--- config.mk ---
export PLATFORM = sky130hd
export DESIGN_NAME = stereo_peak_limiter
export DESIGN_NICKNAME = d
export VERILOG_FILES = /design/src/hdl/spl_pkg.sv /design/src/hdl/spl_div.sv /design/src/hdl/stereo_peak_limiter.sv
export SDC_FILE = /design/constraint.sdc
export NUM_CORES = 1
export LEC_CHECK = 0
export BUFFER_PORTS_ARGS = -buffer_cell sky130_fd_sc_hd__buf_2
export CORE_MARGIN = 2
export CORE_UTILIZATION = 41
export CTS_BUF_LIST = sky130_fd_sc_hd__clkbuf_4 sky130_fd_sc_hd__clkbuf_8
export DETAILED_ROUTE_END_ITERATION = 8
export GPL_TIMING_DRIVEN = 1
export PLACE_DENSITY_LB_ADDON = 0.3
export SLEW_MARGIN = 15
export SYNTH_ARGS = -nofsm -noshare
export SYNTH_HDL_FRONTEND = slang
export SYNTH_SLANG_ARGS = --single-unit
--- constraint.sdc ---
create_clock -name aclk -period 19.5 [get_ports aclk]
set_input_delay 0.975 -clock aclk [delete_from_list [all_inputs] [get_ports aclk]]
set_output_delay 0.975 -clock aclk [all_outputs]
set_load 0.005 [all_outputs]
--- src/hdl/spl_pkg.sv ---
// Shared constants and types for the stereo peak limiter.
package spl_pkg;

    // Sample, threshold and coefficient formats
    localparam int SAMPLE_W  = 16;
    localparam int THR_W     = 15;
    localparam int COEF_BITS = 16;
    localparam int CFG_W     = 16;
    localparam int CFG_IDX_W = 2;

    // Coefficient one and rounding half, 16 fractional bits
    localparam logic [COEF_BITS:0] COEF_ONE  = (COEF_BITS+1)'(1) << COEF_BITS;
    localparam logic [COEF_BITS:0] COEF_HALF = (COEF_BITS+1)'(1) << (COEF_BITS - 1);

    // Saturation limits on the magnitude of a scaled sample
    localparam logic [SAMPLE_W:0] SAT_POS_MAG = (SAMPLE_W+1)'(32767);
    localparam logic [SAMPLE_W:0] SAT_NEG_MAG = (SAMPLE_W+1)'(32768);

    // Register reset values
    localparam logic [THR_W-1:0] THR_RESET = THR_W'(32767);

    // Register indexes
    typedef enum logic [CFG_IDX_W-1:0] {
        CFG_ENABLE  = 2'd0,
        CFG_THRESH  = 2'd1,
        CFG_ATTACK  = 2'd2,
        CFG_RELEASE = 2'd3
    } cfg_idx_t;

    // Sequencer states
    typedef enum logic [3:0] {
        ST_IDLE,
        ST_PREP,
        ST_DIV,
        ST_COEF,
        ST_MUL_T,
        ST_MUL_G,
        ST_ACC,
        ST_MUL_L,
        ST_MUL_R,
        ST_FIN,
        ST_OUT
    } state_t;

endpackage

--- src/hdl/spl_div.sv ---
// Bit-serial restoring divider giving the limiter's target gain.
module spl_div
    import spl_pkg::*;
#(
    parameter int FRAC_BITS = 16
) (
    input  logic                 aclk,
    input  logic                 aresetn,
    input  logic                 start,
    input  logic [THR_W-1:0]     dividend,
    input  logic [SAMPLE_W-1:0]  divisor,
    output logic                 done,
    output logic [FRAC_BITS-1:0] quotient
);

    localparam int CNT_W = $clog2(FRAC_BITS + 1);

    logic [SAMPLE_W-1:0]  rem_reg;
    logic [FRAC_BITS-1:0] quo_reg;
    logic [CNT_W-1:0]     cnt_reg;
    logic                 done_reg;

    logic [SAMPLE_W:0]    trial;
    logic [SAMPLE_W:0]    diff;
    logic                 ge;

    // One quotient bit per cycle; remainder stays below the divisor
    always_comb begin
        trial = {rem_reg, 1'b0};
        ge    = trial >= {1'b0, divisor};
        diff  = trial - {1'b0, divisor};
    end

    // Step counter and completion flag
    always_ff @(posedge aclk) begin
        if (!aresetn) begin
            cnt_reg  <= '0;
            done_reg <= 1'b0;
        end else begin
            done_reg <= 1'b0;
            if (start) begin
                cnt_reg <= CNT_W'(FRAC_BITS);
            end else if (cnt_reg != '0) begin
                cnt_reg <= cnt_reg - CNT_W'(1);
                if (cnt_reg == CNT_W'(1)) begin
                    done_reg <= 1'b1;
                end
            end
        end
    end

    // Remainder and quotient shift register
    always_ff @(posedge aclk) begin
        if (start) begin
            rem_reg <= SAMPLE_W'(dividend);
            quo_reg <= '0;
        end else if (cnt_reg != '0) begin
            rem_reg <= ge ? diff[SAMPLE_W-1:0] : trial[SAMPLE_W-1:0];
            quo_reg <= {quo_reg[FRAC_BITS-2:0], ge};
        end
    end

    assign done     = done_reg;
    assign quotient = quo_reg;

endmodule

--- src/hdl/stereo_peak_limiter.sv ---
// Stereo linked peak limiter: sequencer, shared multiplier and gain state.
//
// Takes one stereo pair per input transfer and gives one limited pair per
// output transfer. While enabled and the peak is above the threshold, an
// item first waits on the bit-serial divider that forms threshold/peak,
// and then takes its steps on a single shared 17 x (FRAC_BITS+1)
// multiplier that smooths the gain and scales each channel in turn. When
// the peak is within the threshold the divider is skipped. While disabled
// the pair is copied to the result registers at acceptance and the gain
// is held at unity. Input ready is high only while the sequencer is idle;
// a finished result waits in the output register, so the next pair can
// be taken before it is collected. Writing enable as zero snaps the gain
// back to unity. The user is to write configuration only while no item is
// in progress; the block itself does not enforce this.
module stereo_peak_limiter
    import spl_pkg::*;
#(
    parameter int FRAC_BITS = 16
) (
    input  logic                       aclk,
    input  logic                       aresetn,
    // Input channel
    input  logic                       s_valid,
    output logic                       s_ready,
    input  logic signed [SAMPLE_W-1:0] s_left_in,
    input  logic signed [SAMPLE_W-1:0] s_right_in,
    // Result channel
    output logic                       m_valid,
    input  logic                       m_ready,
    output logic signed [SAMPLE_W-1:0] m_left_out,
    output logic signed [SAMPLE_W-1:0] m_right_out,
    // Configuration write port
    input  logic                       cfg_wr_en,
    input  logic [CFG_IDX_W-1:0]       cfg_index,
    input  logic [CFG_W-1:0]           cfg_wdata
);

    localparam int GAIN_W = FRAC_BITS + 1;
    localparam int MUL_A_W = COEF_BITS + 1;
    localparam int PROD_W = MUL_A_W + GAIN_W;
    localparam int ACC_W = PROD_W + 1;
    localparam logic [GAIN_W-1:0] UNITY = GAIN_W'(1) << FRAC_BITS;
    localparam logic [PROD_W-1:0] HALF_F = PROD_W'(1) << (FRAC_BITS - 1);

    // Configuration registers
    logic                 enable_reg;
    logic [THR_W-1:0]     thresh_reg;
    logic [COEF_BITS-1:0] attack_reg;
    logic [COEF_BITS-1:0] release_reg;

    // Control state
    state_t               state_reg, state_next;
    logic [GAIN_W-1:0]    gain_reg;
    logic                 m_valid_reg;

    // Datapath registers
    logic [SAMPLE_W-1:0]  left_reg, right_reg;
    logic [SAMPLE_W-1:0]  mag_l_reg, mag_r_reg;
    logic [SAMPLE_W-1:0]  peak_reg;
    logic [GAIN_W-1:0]    target_reg;
    logic [COEF_BITS-1:0] coef_reg;
    logic [PROD_W-1:0]    prod_reg;
    logic [ACC_W-1:0]     acc_reg;
    logic [SAMPLE_W-1:0]  res_l_reg, res_r_reg;
    logic [SAMPLE_W-1:0]  m_left_reg, m_right_reg;

    // Combinational signals
    logic                 s_fire;
    logic                 out_load;
    logic                 div_start;
    logic                 div_done;
    logic [FRAC_BITS-1:0] div_q;
    logic                 over_thr;
    logic [SAMPLE_W-1:0]  mag_l_in, mag_r_in;
    logic [MUL_A_W-1:0]   mul_a;
    logic [GAIN_W-1:0]    mul_b;
    logic [ACC_W-1:0]     acc_sum;

    // Magnitude of a two's complement sample; the most negative value maps to 0x8000
    function automatic logic [SAMPLE_W-1:0] mag16(input logic [SAMPLE_W-1:0] x);
        return x[SAMPLE_W-1] ? (~x + SAMPLE_W'(1)) : x;
    endfunction

    // Round half away from zero and saturate a scaled magnitude back to a sample
    function automatic logic [SAMPLE_W-1:0] round_sat(input logic [PROD_W-1:0] p,
                                                      input logic neg);
        logic [PROD_W-1:0]   rnd;
        logic [SAMPLE_W:0]   mag;
        logic [SAMPLE_W:0]   lim;
        logic [SAMPLE_W-1:0] res;
        rnd = p + HALF_F;
        mag = rnd[FRAC_BITS +: SAMPLE_W+1];
        if (neg) begin
            lim = (mag > SAT_NEG_MAG) ? SAT_NEG_MAG : mag;
            res = SAMPLE_W'((SAMPLE_W+1)'(0) - lim);
        end else begin
            lim = (mag > SAT_POS_MAG) ? SAT_POS_MAG : mag;
            res = lim[SAMPLE_W-1:0];
        end
        return res;
    endfunction

    // Threshold divider
    spl_div #(
        .FRAC_BITS (FRAC_BITS)
    ) u_div (
        .aclk     (aclk),
        .aresetn  (aresetn),
        .start    (div_start),
        .dividend (thresh_reg),
        .divisor  (peak_reg),
        .done     (div_done),
        .quotient (div_q)
    );

    assign mag_l_in = mag16(s_left_in);
    assign mag_r_in = mag16(s_right_in);
    assign over_thr = peak_reg > {1'b0, thresh_reg};
    assign acc_sum  = acc_reg + ACC_W'(prod_reg);

    // Next-state logic
    always_comb begin
        state_next = state_reg;
        unique case (state_reg)
            ST_IDLE:  if (s_fire) state_next = enable_reg ? ST_PREP : ST_OUT;
            ST_PREP:  state_next = over_thr ? ST_DIV : ST_COEF;
            ST_DIV:   if (div_done) state_next = ST_COEF;
            ST_COEF:  state_next = ST_MUL_T;
            ST_MUL_T: state_next = ST_MUL_G;
            ST_MUL_G: state_next = ST_ACC;
            ST_ACC:   state_next = ST_MUL_L;
            ST_MUL_L: state_next = ST_MUL_R;
            ST_MUL_R: state_next = ST_FIN;
            ST_FIN:   state_next = ST_OUT;
            ST_OUT:   if (out_load) state_next = ST_IDLE;
            default:  state_next = ST_IDLE;
        endcase
    end

    // Sequencer outputs and shared multiplier operand selection
    always_comb begin
        s_ready   = 1'b0;
        div_start = 1'b0;
        out_load  = 1'b0;
        mul_a     = '0;
        mul_b     = '0;
        unique case (state_reg)
            ST_IDLE:  s_ready = 1'b1;
            ST_PREP:  div_start = over_thr;
            ST_MUL_T: begin
                mul_a = COEF_ONE - MUL_A_W'(coef_reg);
                mul_b = target_reg;
            end
            ST_MUL_G: begin
                mul_a = MUL_A_W'(coef_reg);
                mul_b = gain_reg;
            end
            ST_MUL_L: begin
                mul_a = MUL_A_W'(mag_l_reg);
                mul_b = gain_reg;
            end
            ST_MUL_R: begin
                mul_a = MUL_A_W'(mag_r_reg);
                mul_b = gain_reg;
            end
            ST_OUT:   out_load = !m_valid_reg || m_ready;
            default: begin
            end
        endcase
    end

    assign s_fire = s_valid && s_ready;

    // Control registers: state, gain, output valid and configuration
    always_ff @(posedge aclk) begin
        if (!aresetn) begin
            state_reg   <= ST_IDLE;
            gain_reg    <= UNITY;
            m_valid_reg <= 1'b0;
            enable_reg  <= 1'b0;
            thresh_reg  <= THR_RESET;
            attack_reg  <= '0;
            release_reg <= '0;
        end else begin
            state_reg <= state_next;

            if (out_load) begin
                m_valid_reg <= 1'b1;
            end else if (m_ready) begin
                m_valid_reg <= 1'b0;
            end

            // Gain: smoothed update, or unity while bypassed
            if (state_reg == ST_ACC) begin
                gain_reg <= acc_sum[COEF_BITS +: GAIN_W];
            end else if (s_fire && !enable_reg) begin
                gain_reg <= UNITY;
            end

            if (cfg_wr_en) begin
                unique case (cfg_idx_t'(cfg_index))
                    CFG_ENABLE: begin
                        enable_reg <= cfg_wdata[0];
                        if (!cfg_wdata[0]) gain_reg <= UNITY;
                    end
                    CFG_THRESH:  thresh_reg  <= cfg_wdata[THR_W-1:0];
                    CFG_ATTACK:  attack_reg  <= cfg_wdata[COEF_BITS-1:0];
                    CFG_RELEASE: release_reg <= cfg_wdata[COEF_BITS-1:0];
                    default: begin
                    end
                endcase
            end
        end
    end

    // Datapath registers
    always_ff @(posedge aclk) begin
        // Capture the pair and its linked peak
        if (s_fire) begin
            left_reg  <= s_left_in;
            right_reg <= s_right_in;
            mag_l_reg <= mag_l_in;
            mag_r_reg <= mag_r_in;
            peak_reg  <= (mag_r_in > mag_l_in) ? mag_r_in : mag_l_in;
            res_l_reg <= s_left_in;
            res_r_reg <= s_right_in;
        end

        // Target gain
        if (state_reg == ST_PREP) begin
            target_reg <= UNITY;
        end else if (state_reg == ST_DIV && div_done) begin
            target_reg <= GAIN_W'(div_q);
        end

        // Attack when the gain falls, release otherwise
        if (state_reg == ST_COEF) begin
            coef_reg <= (target_reg < gain_reg) ? attack_reg : release_reg;
        end

        // Shared multiplier, registered
        prod_reg <= PROD_W'(mul_a) * PROD_W'(mul_b);

        // Smoother accumulation starts with the rounding half
        if (state_reg == ST_MUL_G) begin
            acc_reg <= ACC_W'(prod_reg) + ACC_W'(COEF_HALF);
        end

        // Scaled channels
        if (state_reg == ST_MUL_R) begin
            res_l_reg <= round_sat(prod_reg, left_reg[SAMPLE_W-1]);
        end
        if (state_reg == ST_FIN) begin
            res_r_reg <= round_sat(prod_reg, right_reg[SAMPLE_W-1]);
        end

        // Output register
        if (out_load) begin
            m_left_reg  <= res_l_reg;
            m_right_reg <= res_r_reg;
        end
    end

    assign m_valid     = m_valid_reg;
    assign m_left_out  = m_left_reg;
    assign m_right_out = m_right_reg;

endmodule

==> results.txt <==
----------------------------------------------------
[Route]
  Detailed Routing Iterations Pass 1 ... 6
  Post-DR wirelength/cell ... about 21 microns
  Wire length reported by the detailed router ... approximately 81000 microns
  Via count of the routed design ... around 21000
  Starting DRT DRC Count ... 1663
  Remaining antenna violation count ... 0
  Via-per-instance ratio ... approximately 5.4
  Total DRC errors in the routed layout ... 0

[Status]
  Result of the run ... complete, no violations

[STA]
  Worst Max-Slew Pin Slew ... about 1.1 ns
  Time the final worst path needs with I/O delays and setup ... 8.64 ns
  Period Utilization, post-route ... between 40 and 50%
  Slew Limit Fails ... 0
  Worst slew margin relative to its limit ... around 24%
  Number of hold-slack violations in the final timing report ... 0
  Final setup vio count ... 0
  Worst-case clock skew ... ~0.032 ns
  Maximum achievable frequency ... 0.116 GHz
  Setup repair after global routing missed its margin ... false
  Final setup TNS ... 0 ns
  Minimum hold slack ... about 0.42 ns

[Synthesis]
  Top FF cell, synth ... edfxtp_1
  Portion of the post-synthesis area used by sequential elements ... 30.9%
  Total of warnings raised by yosys ... 0
  Dominant combinational cell family by area after synthesis ... adder cells
  Combined area of all synthesized cells ... about 0.027 sq mm
  Fraction of the mapped netlist area in compound gates ... between 10% and 20%
  Cells after Synth ... 2893
  Async set-reset flop share out of synthesis ... 0%
  Net count after synthesis ... ~3400
  Synth Area in Adders ... 26.6%
  Post-synthesis share of cell area spent on and, or, nand and nor gates ... between 15 and 20%
  Synthesized area divided by synthesized cell count ... ~9.2 sq um
  Multiplexer fraction of the synthesized cell area ... ~2.2%
  Cell variety after synth ... 81
  Yosys reg bits ... between 300 and 400
  Count of flip-flops with a built-in enable after synthesis ... 178
  XOR/XNOR share of the synthesized area ... under 10%

[Clocking]
  Number of buffers created by CTS ... between 50 and 60
  Clock edge transition at the registers on the reported setup and hold paths ... around 0.060 ns
  Clock tree from TritonCTS ... done
  Num Clock Sinks ... between 300 and 400
  Post-CTS Setup Bufs ... 0
  Clock latency on the worst-skew pair ... ~0.64 ns
  Clock H-tree levels ... 2
  Number of instances resized during post-cts repair ... 0
  Clock buffer depth ... 3
  Hold buffer count at cts ... 0
  Cell chosen for the clock root ... clkbuf_8

[Layout]
  Share of layout cells above drive strength 1 ... under 10%
  Number of nets in the layout ... 3443
  Layout Cells excl Fill ... ~3900
  Area delta synth->final ... 9.17%
  Design area ... 0.0290 sq mm

[Place]
  Gp weighted congestion ... ~0.96
  DP Area ... between 0.02 and 0.03 sq mm
  Port Buf Inserts ... 88
  Total instance count after detailed placement ... 3759
  Hpwl dp ... around 65000 microns

[Pwr]
  Power density of the placed cells ... between 90 and 100 mW/mm^2
  Leakage dissipation ... about 13 nW
  Total power after layout ... about 2.7 mW
  Worst vdd rail ir drop ... ~0.089 mV

[Floorplan]
  Die X-Extent ... between 200 and 300 microns
  Die Y ... around 260 microns
  Number of rows in the core area ... 93
  Std-Cell Core Area ... between 0.06 and 0.07 sq mm
  Count of pins on the block boundary ... a little under 90
  Effective utilization at floorplan ... between 40 and 50%
  Die area ... about 0.067 sq mm

[Global route]
  Global-route wire length before repair ... 125000 microns
  Total global-route track usage ... between 20 and 25%
  Number of global-route vias before repair ... approximately 21000
  Maximum number of pins on one net before global-route repair ... 57
  Total grt overflow ... 0
  Initial antenna violation count ... 2

[Worst setup path]
  Most used cell, CP ... fa_1
  Worst Path Max Fanout ... 31
  Slowest cell on the critical path ... dfxtp_1
  Category of the most critical setup path ... reg -> reg
  Bufs and invs on worst path ... 6
  Cell type group with the largest total delay on the critical path ... adder cells
  Crit path depth ... 25
  Required time worst endpoint ... approximately 20 ns
  Critical Path Sink Type ... flop
  Data arrival time of the critical path ... around 9.1 ns
  CP peak stage delay ... just over 0.9 ns
  Setup crit start kind ... flop
  Count of cells along the worst register-to-register path ... 25

[Min path]
  Worst hold path class ... reg -> reg
  Hold Path Depth ... 0

[Run]
  Max-capacitance violation count ... 0

----------------------------------------------------
-- routing by layer --
metal | GRT usage [%] | wire, microns | vias to the layer above
met2 | 41.4 | 38900 | 611
met5 | 0 | 0 | -
met4 | 9.01 | 2980 | 0
met1 | 31.8 | 34500 | 10300
met3 | 3.35 | 4480 | 139
li1 | - | - | 9880
-- worst paths after layout --
path,start,end,slack [ns]
setup / recovery,state_reg[0],prod_reg[31],10.86
setup reg to reg,state_reg[0],prod_reg[31],10.86
hold / removal,res_l_reg[1],m_left_out[1],0.42
hold reg to reg,res_l_reg[1],m_left_out[1],0.42
-- synth_stat cells, types with 13 or more instances --
cell,number,share of area [%]
nand4_1,18,0.42
xnor2_1,70,2.3
ha_1,206,9.7
inv_1,413,5.8
o21a_1,33,0.93
o31ai_1,23,0.65
a22o_1,17,0.56
edfxtp_1,178,20
fa_1,224,17
a21boi_0,40,1.1
o21ai_0,87,1.6
mux2_2,35,1.5
a22oi_1,34,0.96
a21oi_1,137,2.6
and2_1,13,0.31
xor2_1,36,1.2
a31oi_1,22,0.52
dfxtp_1,143,11
a21o_1,34,0.96
nand2b_1,20,0.47
or3_1,17,0.40
nor3_1,45,0.85
o211ai_1,28,0.79
nor2_1,245,3.5
nand3_1,45,0.85
and3_1,20,0.47
nand2_1,416,5.9
a211oi_1,16,0.45
mux2i_1,18,0.68
clkbuf_1,94,1.3
-- area by class of cell --
| cell class | count | area [sq um] |
|---|---|---|
| antenna | 2 | 5.00 |
| clock buffer | 72 | 891 |
| clock inverter | 22 | 190 |
| fill | 6263 | 35300 |
| inverter | 413 | 1550 |
| multi-input combinational | 2050 | 16400 |
| sequential | 321 | 8210 |
| tap | 855 | 1070 |
| timing repair buffer | 120 | 681 |
-- power by group --
| group | leakage (nW) | total [mW] | switching (mW) | internal [mW] |
|---|---|---|---|---|
| logic | 9.33 | 1.08 | 0.692 | 0.390 |
| clock network | 0.573 | 0.608 | 0.272 | 0.337 |
| registers | 2.80 | 1.04 | 0.124 | 0.915 |
-- per-stage QoR --
step	worst slack, ns	utilization, %
after global routing	10.33	45.1
final	10.86	45.1
after floorplan	11.21	-
after detailed placement	10.96	43.4
after CTS	10.98	45.1
after global placement	11.10	43.4
-- worst reg2reg max path: stages (launching register included) --
cell and delay, ns:
dfxtp_1 0.91, nor4b_2 0.20, buf_4 0.29, a21o_1 0.22
buf_4 0.24, a22oi_1 0.84, nor2_1 0.15, fa_1 0.58
inv_1 0.06, fa_1 0.51, fa_1 0.51, inv_1 0.05
fa_1 0.48, fa_1 0.55, inv_1 0.06, fa_1 0.52
inv_1 0.04, ha_1 0.38, o21a_1 0.23, a211oi_1 0.38
o211ai_1 0.18, o31a_1 0.29, a21oi_1 0.33, o21ai_0 0.22
mux2i_1 0.19, o211ai_1 0.11
-- placed cells by master (no fill, tap or decap), types with 28 or more instances in the layout --
cell and count:
fa_1 224, ha_1 206, mux2_2 35, nand3_1 45, clkbuf_8 56, a22oi_1 34
buf_2 88, a21o_1 34, o21a_1 33, nand2_1 416, o211ai_1 28, buf_4 32
dfxtp_1 143, a21oi_1 137, nor2_1 241, xor2_1 36, edfxtp_1 178, nor3_1 44
inv_1 412, a21boi_0 40, xnor2_1 70, o21ai_0 87
-- logic make-up (layout without fill, tap and decap cells) --
family / count (synthesis) / after routing
adder cells (fa/ha/maj): 430 / 430
flip-flops: 321 / 321
multiplexers: 53 / 53
buffers and inverters: 522 / 627
AO/OA/AOI/OAI: 552 / 552
AND/OR/NAND/NOR: 908 / 908
other: 0 / 2
XOR/XNOR: 107 / 107
(Power assumes the default switching activity.)
